**config.mk**
```make
export PLATFORM = sky130hd
export DESIGN_NAME = multi_type_noise_generator
export DESIGN_NICKNAME = d
export VERILOG_FILES = /design/src/design/mtng_pkg.sv /design/src/design/mtng_mac.sv /design/src/design/multi_type_noise_generator.sv
export SDC_FILE = /design/constraint.sdc
export NUM_CORES = 2
export LEC_CHECK = 0
export ABC_AREA = 1
export BUFFER_PORTS_ARGS = -buffer_cell sky130_fd_sc_hd__buf_2
export CAP_MARGIN = 5
export CORE_MARGIN = 2
export CORE_UTILIZATION = 40
export CTS_CLUSTER_SIZE = 12
export DETAILED_ROUTE_END_ITERATION = 8
export PLACE_DENSITY = 0.67
export SETUP_SLACK_MARGIN = 0.02
export SYNTH_ARGS = -nofsm -noshare
export SYNTH_HDL_FRONTEND = slang
export SYNTH_SLANG_ARGS = --single-unit
```
**constraint.sdc**
```tcl
create_clock -name clk -period 8.4 [get_ports clk]
set_input_delay 2.52 -clock clk [delete_from_list [all_inputs] [get_ports clk]]
set_output_delay 2.52 -clock clk [all_outputs]
set_load 0.05 [all_outputs]
```
**src/design/mtng_pkg.sv**
```systemverilog
// Shared constants, types and coefficient tables for the noise generator.
package mtng_pkg;

  // Register indexes on the configuration port
  localparam logic [0:0] REG_NOISE_TYPE = 1'd0;
  localparam logic [0:0] REG_SEED_VALUE = 1'd1;

  // Noise material codes
  localparam logic [1:0] TYPE_PINK   = 2'd0;
  localparam logic [1:0] TYPE_WHITE  = 2'd1;
  localparam logic [1:0] TYPE_BROWN  = 2'd2;
  localparam logic [1:0] TYPE_VELVET = 2'd3;

  localparam logic [31:0] SEED_RESET = 32'd48879;
  localparam logic [31:0] LCG_MUL    = 32'd1664525;
  localparam logic [31:0] LCG_INC    = 32'd1013904223;

  // Q2.30 coefficients
  localparam logic signed [31:0] C_PINK_W     = 32'sd575740366;
  localparam logic signed [31:0] C_PINK_OUT   = 32'sd118111601;
  localparam logic signed [31:0] C_POLE6      = 32'sd124474595;
  localparam logic signed [31:0] C_WHITE      = 32'sd279172874;
  localparam logic signed [31:0] C_BROWN_DCY  = 32'sd1071594340;
  localparam logic signed [31:0] C_BROWN_GAIN = 32'sd21474836;

  // Velvet impulse, Q4.28
  localparam logic signed [31:0] VELVET_AMP = 32'sd161061274;

  localparam int CELL_LENGTH = 16;
  localparam int OFS_W       = $clog2(CELL_LENGTH);
  localparam int POS_W       = $clog2(CELL_LENGTH + 1);
  typedef logic [OFS_W-1:0] ofs_t;
  typedef logic [POS_W-1:0] pos_t;

  localparam int NUM_POLES = 7;
  typedef logic [2:0] pole_idx_t;
  localparam pole_idx_t LAST_LEAKY_POLE = 3'd5;
  localparam pole_idx_t LAST_POLE       = 3'd6;

  // Datapath widths of the shared multiply-accumulate unit
  localparam int MA_W   = 33;
  localparam int MB_W   = 32;
  localparam int PROD_W = MA_W + MB_W;
  localparam int ACC_W  = 64;

  // Rounding offset used before the final shift of the pink sum
  localparam logic [ACC_W-1:0] ACC_HALF = ACC_W'(64'd1 << 29);

  typedef enum logic [1:0] {
    BASE_ZERO,
    BASE_ACC,
    BASE_HALF
  } base_sel_t;

  typedef enum logic [1:0] {
    TERM_ROUND,
    TERM_RAW,
    TERM_RAW16,
    TERM_ADDEND
  } term_sel_t;

  typedef struct packed {
    logic      mul_en;
    logic      acc_en;
    base_sel_t base_sel;
    term_sel_t term_sel;
  } mac_ctrl_t;

  function automatic logic signed [31:0] pole_decay(input pole_idx_t idx);
    logic signed [31:0] c;
    unique case (idx)
      3'd0:    c = 32'sd1072517758;
      3'd1:    c = 32'sd1066569229;
      3'd2:    c = 32'sd1040455827;
      3'd3:    c = 32'sd930397290;
      3'd4:    c = 32'sd590558003;
      3'd5:    c = -32'sd817761773;
      default: c = 32'sd0;
    endcase
    return c;
  endfunction

  function automatic logic signed [31:0] pole_gain(input pole_idx_t idx);
    logic signed [31:0] c;
    unique case (idx)
      3'd0:    c = 32'sd59611891;
      3'd1:    c = 32'sd80612134;
      3'd2:    c = 32'sd165197327;
      3'd3:    c = 32'sd333381374;
      3'd4:    c = 32'sd572253067;
      3'd5:    c = -32'sd18144089;
      default: c = 32'sd0;
    endcase
    return c;
  endfunction

  function automatic logic signed [31:0] sat32(input logic signed [ACC_W-1:0] v);
    logic signed [31:0] r;
    if (v[ACC_W-1:31] == '0 || v[ACC_W-1:31] == '1) begin
      r = v[31:0];
    end else if (v[ACC_W-1]) begin
      r = 32'sh8000_0000;
    end else begin
      r = 32'sh7FFF_FFFF;
    end
    return r;
  endfunction

endpackage

```
**src/design/mtng_mac.sv**
```systemverilog
// Shared multiplier with registered product and a rounding accumulator.
module mtng_mac (
  input  logic                                   clk,
  input  mtng_pkg::mac_ctrl_t                    ctrl,
  input  logic signed [mtng_pkg::MA_W-1:0]       mul_a,
  input  logic signed [mtng_pkg::MB_W-1:0]       mul_b,
  input  logic signed [mtng_pkg::ACC_W-1:0]      addend,
  output logic signed [mtng_pkg::PROD_W-1:0]     prod,
  output logic signed [mtng_pkg::ACC_W-1:0]      acc,
  output logic signed [mtng_pkg::ACC_W-1:0]      sum
);

  logic [mtng_pkg::ACC_W-1:0] base;
  logic [mtng_pkg::ACC_W-1:0] term;
  logic                       cin;

  always_comb begin
    unique case (ctrl.base_sel)
      mtng_pkg::BASE_ACC:  base = acc;
      mtng_pkg::BASE_HALF: base = mtng_pkg::ACC_HALF;
      default:             base = '0;
    endcase
    cin = 1'b0;
    unique case (ctrl.term_sel)
      mtng_pkg::TERM_ROUND: begin
        // round half up: floor(p / 2^30) plus bit 29
        term = {{(mtng_pkg::ACC_W - mtng_pkg::PROD_W + 30){prod[mtng_pkg::PROD_W-1]}},
                prod[mtng_pkg::PROD_W-1:30]};
        cin  = prod[29];
      end
      mtng_pkg::TERM_RAW:   term = prod[mtng_pkg::ACC_W-1:0];
      mtng_pkg::TERM_RAW16: term = {prod[mtng_pkg::ACC_W-17:0], 16'd0};
      default:              term = addend;
    endcase
    sum = base + term + {{(mtng_pkg::ACC_W-1){1'b0}}, cin};
  end

  always_ff @(posedge clk) begin
    if (ctrl.mul_en) begin
      prod <= mul_a * mul_b;
    end
    if (ctrl.acc_en) begin
      acc <= sum;
    end
  end

endmodule

```
**src/design/multi_type_noise_generator.sv**
```systemverilog
// Top level of the multi-type noise generator: sequencer, state and ports.
//
//  channel   signals                          direction  content
//  config    cfg_write cfg_index cfg_data     in         noise_type (0), seed_value (1)
//  request   item_valid item_stall restart    in         one request per sample
//  result    result_valid result_stall sample out        Q4.20 sample, saturated
//
// Pink requests take longest from acceptance to a loaded result and velvet
// ones are quickest when no new cell is drawn; any time the previous sample
// is still held in the output register adds to this. The single shared
// 33x32 multiplier sets the request time: every LCG step, pole update and
// the output scaling pass through it one product per cycle.
// rst is synchronous: the generator reloads the default seed and all filter
// state clears. item_stall is high while a request is in progress; a done
// result waits in the output register, and the next request may already run
// from the cycle after the result loads.

module multi_type_noise_generator (
  input  logic               clk,
  input  logic               rst,
  input  logic               cfg_write,
  input  logic [0:0]         cfg_index,
  input  logic [31:0]        cfg_data,
  input  logic               item_valid,
  output logic               item_stall,
  input  logic               restart,
  output logic               result_valid,
  input  logic               result_stall,
  output logic signed [23:0] sample
);

  typedef enum logic [4:0] {
    S_IDLE,
    S_LCG_MUL,
    S_LCG_ADD,
    S_P_G,
    S_P_WB,
    S_P_SUM0,
    S_P_SUMP,
    S_P_SL,
    S_P_SH,
    S_P_SHC,
    S_P_P6,
    S_B_G,
    S_B_WB,
    S_W_MUL,
    S_W_ACC,
    S_V_MUL,
    S_V_DRAW,
    S_V_EMIT,
    S_OUT
  } state_t;

  state_t state;

  // configuration
  logic [1:0]  noise_type;
  logic [31:0] seed_value;

  // generator and filter state
  logic [31:0]          lcg_state;
  logic signed [31:0]   pole [mtng_pkg::NUM_POLES];
  logic signed [31:0]   brown_level;
  mtng_pkg::pos_t       velvet_position;
  mtng_pkg::ofs_t       velvet_offset;
  logic                 velvet_positive;
  mtng_pkg::pole_idx_t  idx;

  // shared unit
  mtng_pkg::mac_ctrl_t                      ctrl;
  logic signed [mtng_pkg::MA_W-1:0]         mul_a;
  logic signed [mtng_pkg::MB_W-1:0]         mul_b;
  logic signed [mtng_pkg::ACC_W-1:0]        addend;
  logic signed [mtng_pkg::PROD_W-1:0]       prod;
  logic signed [mtng_pkg::ACC_W-1:0]        acc;
  logic signed [mtng_pkg::ACC_W-1:0]        sum;

  logic signed [31:0]   white;
  logic signed [31:0]   pole_rd;
  mtng_pkg::pole_idx_t  rd_addr;
  logic                 accept;
  logic                 out_free;
  logic                 velvet_hit;
  logic signed [33:0]   v34;
  logic signed [34:0]   v_rnd;
  logic signed [26:0]   v_shr;
  logic signed [23:0]   sample_next;

  mtng_mac u_mac (
    .clk    (clk),
    .ctrl   (ctrl),
    .mul_a  (mul_a),
    .mul_b  (mul_b),
    .addend (addend),
    .prod   (prod),
    .acc    (acc),
    .sum    (sum)
  );

  assign item_stall = (state != S_IDLE);
  assign accept     = item_valid && (state == S_IDLE);
  assign out_free   = !result_valid || !result_stall;

  // w = (s >> 3) - 2^28, done by flipping the top bit of s[31:3]
  assign white      = {{4{~lcg_state[31]}}, lcg_state[30:3]};
  assign pole_rd    = pole[rd_addr];
  assign velvet_hit = (velvet_position == mtng_pkg::pos_t'(velvet_offset));

  always_comb begin
    ctrl     = '{mul_en: 1'b0, acc_en: 1'b0,
                 base_sel: mtng_pkg::BASE_ZERO, term_sel: mtng_pkg::TERM_ROUND};
    mul_a    = '0;
    mul_b    = '0;
    addend   = '0;
    rd_addr  = idx;
    unique case (state)
      S_LCG_MUL: begin
        ctrl.mul_en = 1'b1;
        mul_a       = {1'b0, lcg_state};
        mul_b       = mtng_pkg::LCG_MUL;
      end
      S_LCG_ADD: begin
        // start the first decay product while the LCG settles
        rd_addr     = '0;
        ctrl.mul_en = 1'b1;
        if (noise_type == mtng_pkg::TYPE_BROWN) begin
          mul_a = mtng_pkg::MA_W'(brown_level);
          mul_b = mtng_pkg::C_BROWN_DCY;
        end else begin
          mul_a = mtng_pkg::MA_W'(pole_rd);
          mul_b = mtng_pkg::pole_decay(rd_addr);
        end
      end
      S_P_G, S_B_G: begin
        ctrl.acc_en = 1'b1;
        ctrl.mul_en = 1'b1;
        mul_a       = mtng_pkg::MA_W'(white);
        mul_b       = (state == S_B_G) ? mtng_pkg::C_BROWN_GAIN : mtng_pkg::pole_gain(idx);
      end
      S_P_WB: begin
        ctrl.base_sel = mtng_pkg::BASE_ACC;
        ctrl.mul_en   = 1'b1;
        rd_addr       = 3'(idx + 3'd1);
        if (idx == mtng_pkg::LAST_LEAKY_POLE) begin
          mul_a = mtng_pkg::MA_W'(white);
          mul_b = mtng_pkg::C_PINK_W;
        end else begin
          mul_a = mtng_pkg::MA_W'(pole_rd);
          mul_b = mtng_pkg::pole_decay(rd_addr);
        end
      end
      S_B_WB: begin
        ctrl.base_sel = mtng_pkg::BASE_ACC;
      end
      S_P_SUM0, S_W_ACC: begin
        ctrl.acc_en = 1'b1;
      end
      S_P_SUMP: begin
        ctrl.acc_en   = 1'b1;
        ctrl.base_sel = mtng_pkg::BASE_ACC;
        ctrl.term_sel = mtng_pkg::TERM_ADDEND;
        addend        = mtng_pkg::ACC_W'(pole_rd);
      end
      S_P_SL: begin
        // low 16 bits of the pink sum, unsigned
        ctrl.mul_en = 1'b1;
        mul_a       = {{(mtng_pkg::MA_W-16){1'b0}}, acc[15:0]};
        mul_b       = mtng_pkg::C_PINK_OUT;
      end
      S_P_SH: begin
        ctrl.mul_en   = 1'b1;
        mul_a         = acc[mtng_pkg::MA_W+15:16];
        mul_b         = mtng_pkg::C_PINK_OUT;
        ctrl.acc_en   = 1'b1;
        ctrl.base_sel = mtng_pkg::BASE_HALF;
        ctrl.term_sel = mtng_pkg::TERM_RAW;
      end
      S_P_SHC: begin
        ctrl.acc_en   = 1'b1;
        ctrl.base_sel = mtng_pkg::BASE_ACC;
        ctrl.term_sel = mtng_pkg::TERM_RAW16;
        ctrl.mul_en   = 1'b1;
        mul_a         = mtng_pkg::MA_W'(white);
        mul_b         = mtng_pkg::C_POLE6;
      end
      S_P_P6: begin
        // pole 6 from the rounded product; accumulator keeps the pink result
      end
      S_W_MUL: begin
        ctrl.mul_en = 1'b1;
        mul_a       = mtng_pkg::MA_W'(white);
        mul_b       = mtng_pkg::C_WHITE;
      end
      S_V_MUL: begin
        // offset = (s * CELL_LENGTH) >> 32
        ctrl.mul_en = 1'b1;
        mul_a       = {1'b0, lcg_state};
        mul_b       = mtng_pkg::MB_W'(mtng_pkg::CELL_LENGTH);
      end
      S_V_EMIT: begin
        ctrl.acc_en   = 1'b1;
        ctrl.term_sel = mtng_pkg::TERM_ADDEND;
        if (velvet_hit) begin
          addend = velvet_positive ? mtng_pkg::ACC_W'(mtng_pkg::VELVET_AMP)
                                   : -mtng_pkg::ACC_W'(mtng_pkg::VELVET_AMP);
        end
      end
      default: begin
      end
    endcase
  end

  // output rounding: floor((v + 128) / 256), saturated to 24 bits
  always_comb begin
    unique case (noise_type)
      mtng_pkg::TYPE_PINK:  v34 = acc[63:30];
      mtng_pkg::TYPE_BROWN: v34 = 34'(brown_level);
      default:              v34 = acc[33:0];
    endcase
    v_rnd = 35'(v34) + 35'sd128;
    v_shr = v_rnd[34:8];
    if (v_shr > 27'sd8388607) begin
      sample_next = 24'sh7FFFFF;
    end else if (v_shr < -27'sd8388608) begin
      sample_next = 24'sh800000;
    end else begin
      sample_next = v_shr[23:0];
    end
  end

  always_ff @(posedge clk) begin
    if (rst) begin
      state           <= S_IDLE;
      result_valid    <= 1'b0;
      noise_type      <= mtng_pkg::TYPE_PINK;
      seed_value      <= mtng_pkg::SEED_RESET;
      lcg_state       <= mtng_pkg::SEED_RESET;
      for (int i = 0; i < mtng_pkg::NUM_POLES; i++) begin
        pole[i] <= '0;
      end
      brown_level     <= '0;
      velvet_position <= mtng_pkg::pos_t'(mtng_pkg::CELL_LENGTH);
      velvet_offset   <= '0;
      velvet_positive <= 1'b0;
      idx             <= '0;
    end else begin
      if (cfg_write) begin
        unique case (cfg_index)
          mtng_pkg::REG_NOISE_TYPE: noise_type <= cfg_data[1:0];
          mtng_pkg::REG_SEED_VALUE: seed_value <= cfg_data;
          default: begin
          end
        endcase
      end

      // S_OUT reloads the output register itself when it is taken
      if (result_valid && !result_stall && state != S_OUT) begin
        result_valid <= 1'b0;
      end

      unique case (state)
        S_IDLE: begin
          if (accept) begin
            if (restart) begin
              lcg_state       <= seed_value;
              for (int i = 0; i < mtng_pkg::NUM_POLES; i++) begin
                pole[i] <= '0;
              end
              brown_level     <= '0;
              velvet_position <= mtng_pkg::pos_t'(mtng_pkg::CELL_LENGTH);
              velvet_offset   <= '0;
              velvet_positive <= 1'b0;
            end
            if (noise_type == mtng_pkg::TYPE_VELVET && !restart &&
                velvet_position < mtng_pkg::pos_t'(mtng_pkg::CELL_LENGTH)) begin
              state <= S_V_EMIT;
            end else begin
              state <= S_LCG_MUL;
            end
          end
        end
        S_LCG_MUL: state <= S_LCG_ADD;
        S_LCG_ADD: begin
          lcg_state <= prod[31:0] + mtng_pkg::LCG_INC;
          idx       <= '0;
          unique case (noise_type)
            mtng_pkg::TYPE_PINK:  state <= S_P_G;
            mtng_pkg::TYPE_WHITE: state <= S_W_MUL;
            mtng_pkg::TYPE_BROWN: state <= S_B_G;
            default:              state <= S_V_MUL;
          endcase
        end
        S_P_G: state <= S_P_WB;
        S_P_WB: begin
          pole[idx] <= mtng_pkg::sat32(sum);
          if (idx == mtng_pkg::LAST_LEAKY_POLE) begin
            state <= S_P_SUM0;
          end else begin
            idx   <= 3'(idx + 3'd1);
            state <= S_P_G;
          end
        end
        S_P_SUM0: begin
          idx   <= '0;
          state <= S_P_SUMP;
        end
        S_P_SUMP: begin
          // pole 6 enters the sum with its old value
          if (idx == mtng_pkg::LAST_POLE) begin
            state <= S_P_SL;
          end else begin
            idx <= 3'(idx + 3'd1);
          end
        end
        S_P_SL:  state <= S_P_SH;
        S_P_SH:  state <= S_P_SHC;
        S_P_SHC: state <= S_P_P6;
        S_P_P6: begin
          pole[mtng_pkg::LAST_POLE] <= mtng_pkg::sat32(sum);
          state <= S_OUT;
        end
        S_B_G: state <= S_B_WB;
        S_B_WB: begin
          brown_level <= mtng_pkg::sat32(sum);
          state       <= S_OUT;
        end
        S_W_MUL: state <= S_W_ACC;
        S_W_ACC: state <= S_OUT;
        S_V_MUL: state <= S_V_DRAW;
        S_V_DRAW: begin
          velvet_offset   <= prod[32 +: mtng_pkg::OFS_W];
          velvet_positive <= lcg_state[0];
          velvet_position <= '0;
          state           <= S_V_EMIT;
        end
        S_V_EMIT: begin
          velvet_position <= velvet_position + mtng_pkg::pos_t'(1);
          state           <= S_OUT;
        end
        S_OUT: begin
          if (out_free) begin
            sample       <= sample_next;
            result_valid <= 1'b1;
            state        <= S_IDLE;
          end
        end
        default: state <= S_IDLE;
      endcase
    end
  end

endmodule

```
==> flow_summary.json <==
{
  "outcome": "finished, violations left",
  "violations": "negative setup slack",
  "finalHoldViolCount": 0,
  "crit_required_ns": 8.78,
  "drt_iter0_drc": 6588,
  "drive_gt1_share_pct": 22.9,
  "netlist_area_um2": 68900,
  "synth_compound_area_share_pct": 7.98,
  "post_drt_wl_per_cell_um": 24.8,
  "r2r-start": "idx[1]",
  "h-tree-depth": 2,
  "synth.area.top_cells": "fa_1 (32%), edfxtp_1 (18%), inv_1 (9.2%)",
  "root_buffer": "clkbuf_16",
  "finalWeightedCongestion": 1.07,
  "die_area_um2": 176000,
  "dp_hpwl_um": 239000,
  "synth_top_cell_by_area": "fa_1",
  "tightest_slew_ns": 1.40,
  "hold_start": "velvet_positive",
  "p_seq_share_pct": 12.1,
  "core_um2": 171000,
  "dp_slack_ns": -1.20,
  "rsz0062_at_grt": "yes",
  "crit_path_end_kind": "flip-flop",
  "switching_share_pct": 52.6,
  "synthSimpleGateAreaFrac_pct": 19.8,
  "synth.avg_cell_area_um2": 8.14,
  "synth_top_family_by_area": "adder cells",
  "slew_headroom_pct": 5.66,
  "route.detailed.drc": 0,
  "fin_area_um2": 87100,
  "fin_crit_ns": 9.04,
  "overflow": 0,
  "numPortBuffers": 64,
  "switching_power_mw": 20.0,
  "drv_cap": 0,
  "ys_warn_count": 0,
  "hold_buffers": 0,
  "clkSlewWorstSetupHoldPaths_ns": 0.07,
  "clock_power_share_pct": 6.5,
  "p_int_mw": 18.0,
  "postSynthCellCount": 8467,
  "synth_xor_area_share_pct": 1.68,
  "cts.path.max_buffers": 3,
  "fp.dieH_um": 419,
  "grt_max_degree": 68,
  "num_io_pins": 65,
  "clk_latency_ns": 0.66,
  "worstPathMaxFanout": 8,
  "routed_via_density": 5.40,
  "combPwrFrac_pct": 81.4,
  "grt_pass1_vias": 64772,
  "grt.total_usage_pct": 32.9,
  "tns_ns": -17.48,
  "row_count": 152,
  "finalClockSkew_ns": 0.0429,
  "grt_pass1_wl_um": 422000,
  "synth.top_cell.area_share_pct": 32.4,
  "clock_sinks": 526,
  "peakVddDrop_v": 0.000476,
  "vias": 63873,
  "ys_seq_elements": 526,
  "setup_viol": 40,
  "drt-total-wl_um": 294000,
  "cp-startpoint": "idx[1]",
  "synth.distinct_cells": 66,
  "fin_crit_sh_pct": 108,
  "die_w_um": 419,
  "hold_class": "reg -> reg",
  "instances_no_fill": 11833,
  "cp-start-kind": "flip-flop",
  "cp_slowest_cell": "fa_2",
  "start_util_pct": 40.2,
  "max_freq_mhz": 111,
  "syn_to_final_growth_pct": 26.4,
  "crit_arrival_ns": 9.42,
  "fillers": 15843,
  "synth_ff_type": "edfxtp_1",
  "grt_antenna_before_repair": 6,
  "fin_nets": 10885,
  "yosysSeqAreaShare_pct": 21.2,
  "firstDrtPassIters": 6,
  "synthArstFlopShare_pct": 0,
  "synth_nets": 9881,
  "cpPeakStageDelay_ns": 0.65,
  "fin_ws_ns": -0.645,
  "final-max-slew-violation-count": 0,
  "cts_tree": "built",
  "cts_inserted_buffers": 55,
  "numPlacedInstances": 11557,
  "antenna_left": 0,
  "power_leakage_nw": 42.5,
  "synth.mux.area_fraction_pct": 0.450,
  "synthAdderAreaFrac_pct": 37.1,
  "cellPowerDensity_nw_per_um2": 436,
  "place_area_um2": 80200,
  "finalPower_mw": 38.0,
  "synth_edf_count": 409,
  "critical_path_class": "reg -> reg"
}
per-stage QoR:
step	utilization (%)	hold WS [ns]
2_1_floorplan	-	0.424
3_3_place_gp	46.8	0.452
3_5_place_dp	46.8	0.457
4_1_cts	49.1	0.467
5_1_grt	50.8	0.501
6_report	50.8	0.475
worst max-delay path, delay by kind of cell, from the launching register on:
| family | cells | cell delay (ns) |
|---|---|---|
| AOI/OAI and AO/OA | 4 | 0.35 |
| DFF | 1 | 0.36 |
| buffers and inverters | 18 | 1.90 |
| and+or+nand+nor | 10 | 0.99 |
| xor gates and xnor gates | 1 | 0.12 |
| adders and majority gates | 11 | 5.01 |
cell usage after synthesis, types with 92 or more instances:
library cell,count
edfxtp_1,409
fa_1,1115
ha_1,260
dfxtp_1,117
inv_1,1687
o21ai_0,205
buf_2,92
nand2_1,1674
nor2_1,1204
clkbuf_1,241
nand3_1,274
a21oi_1,390
sequential cells by signal, indices dropped and copies added (netlist names):
signal / cells
pole: 256
u_mac.prod: 65
u_mac.acc: 64
brown_level: 32
lcg_state: 32
seed_value: 32
sample: 24
state: 5
velvet_position: 5
velvet_offset: 4
idx: 3
noise_type: 2
result_valid: 1
velvet_positive: 1
layer usage:
metal	track usage (%)	part of all wire, %	vias up
met5	0	0.0092	-
met4	21.1	8.2	4
met3	6.51	9.5	854
met2	52.1	45	3381
met1	41.1	37	31581
li1	-	-	28053
power by group through the flow:
stage	logic (mW)	clock network, mW	registers (mW)
after global routing	32.9	2.58	4.58
after detailed placement	26.0	0	4.58
after CTS	27.7	2.50	4.53
final	30.9	2.48	4.58
after global placement	25.6	0	4.57
after floorplan	13.4	0	4.24
logic make-up after synthesis:
kind of cell | count (synthesis)
adders and majority gates | 1375
DFF | 526
muxes | 31
AOI/OAI and AO/OA | 910
buffers and inverters | 2115
xor gates and xnor gates | 132
and+or+nand+nor | 3378
cell type report:
type / count / area [µm²] / share of cell area, %
clock buffer: 87 / 1560 / 1.79
tap: 2310 / 2890 / 3.32
multi-input combinational: 5827 / 49100 / 56.3
antenna: 5 / 12.5 / 0.0144
inverter: 1749 / 6660 / 7.64
sequential: 526 / 14600 / 16.8
timing repair buffer: 1312 / 12100 / 13.8
clock inverter: 17 / 210 / 0.241
worst paths after layout:
check | slack (ns) | endpoint | cells after the start
worst max-delay path | -0.64 | u_mac.prod[63] | 44
worst min-delay path | 0.48 | velvet_positive | 2
worst min register to register | 0.48 | velvet_positive | 2
worst max register to register | -0.64 | u_mac.prod[63] | 44
timing repair:
| action | 4_1_cts | 5_1_grt |
|---|---|---|
| cloned | 8 | 11 |
| setup buffers | 74 | 81 |
| pin swaps | 105 | 221 |
| endpoints found under the setup margin | 48 | 51 |
| resized for setup | 376 | 568 |
layout by cell type (no fill, tap or decap), drive strengths merged, types with 8 or more instances in the layout:
master,n
a32o,32
dfxtp,117
a32oi,9
a31oi,74
o211ai,35
edfxtp,409
o21bai,10
fa,1115
buf,1298
nand3,278
or2,13
a21oi,391
clkinvlp,9
xor2,90
clkbuf,98
o21ai,211
a221oi,31
a221o,31
nand2,1732
a22oi,10
xnor2,42
nand4,48
clkinv,21
ha,260
mux2i,31
o22ai,17
o21a,10
nor3,47
nand3b,16
nor2,1213
nor4,21
inv,1734
o221ai,8
No activity file was read; power rests on OpenSTA's default activity.
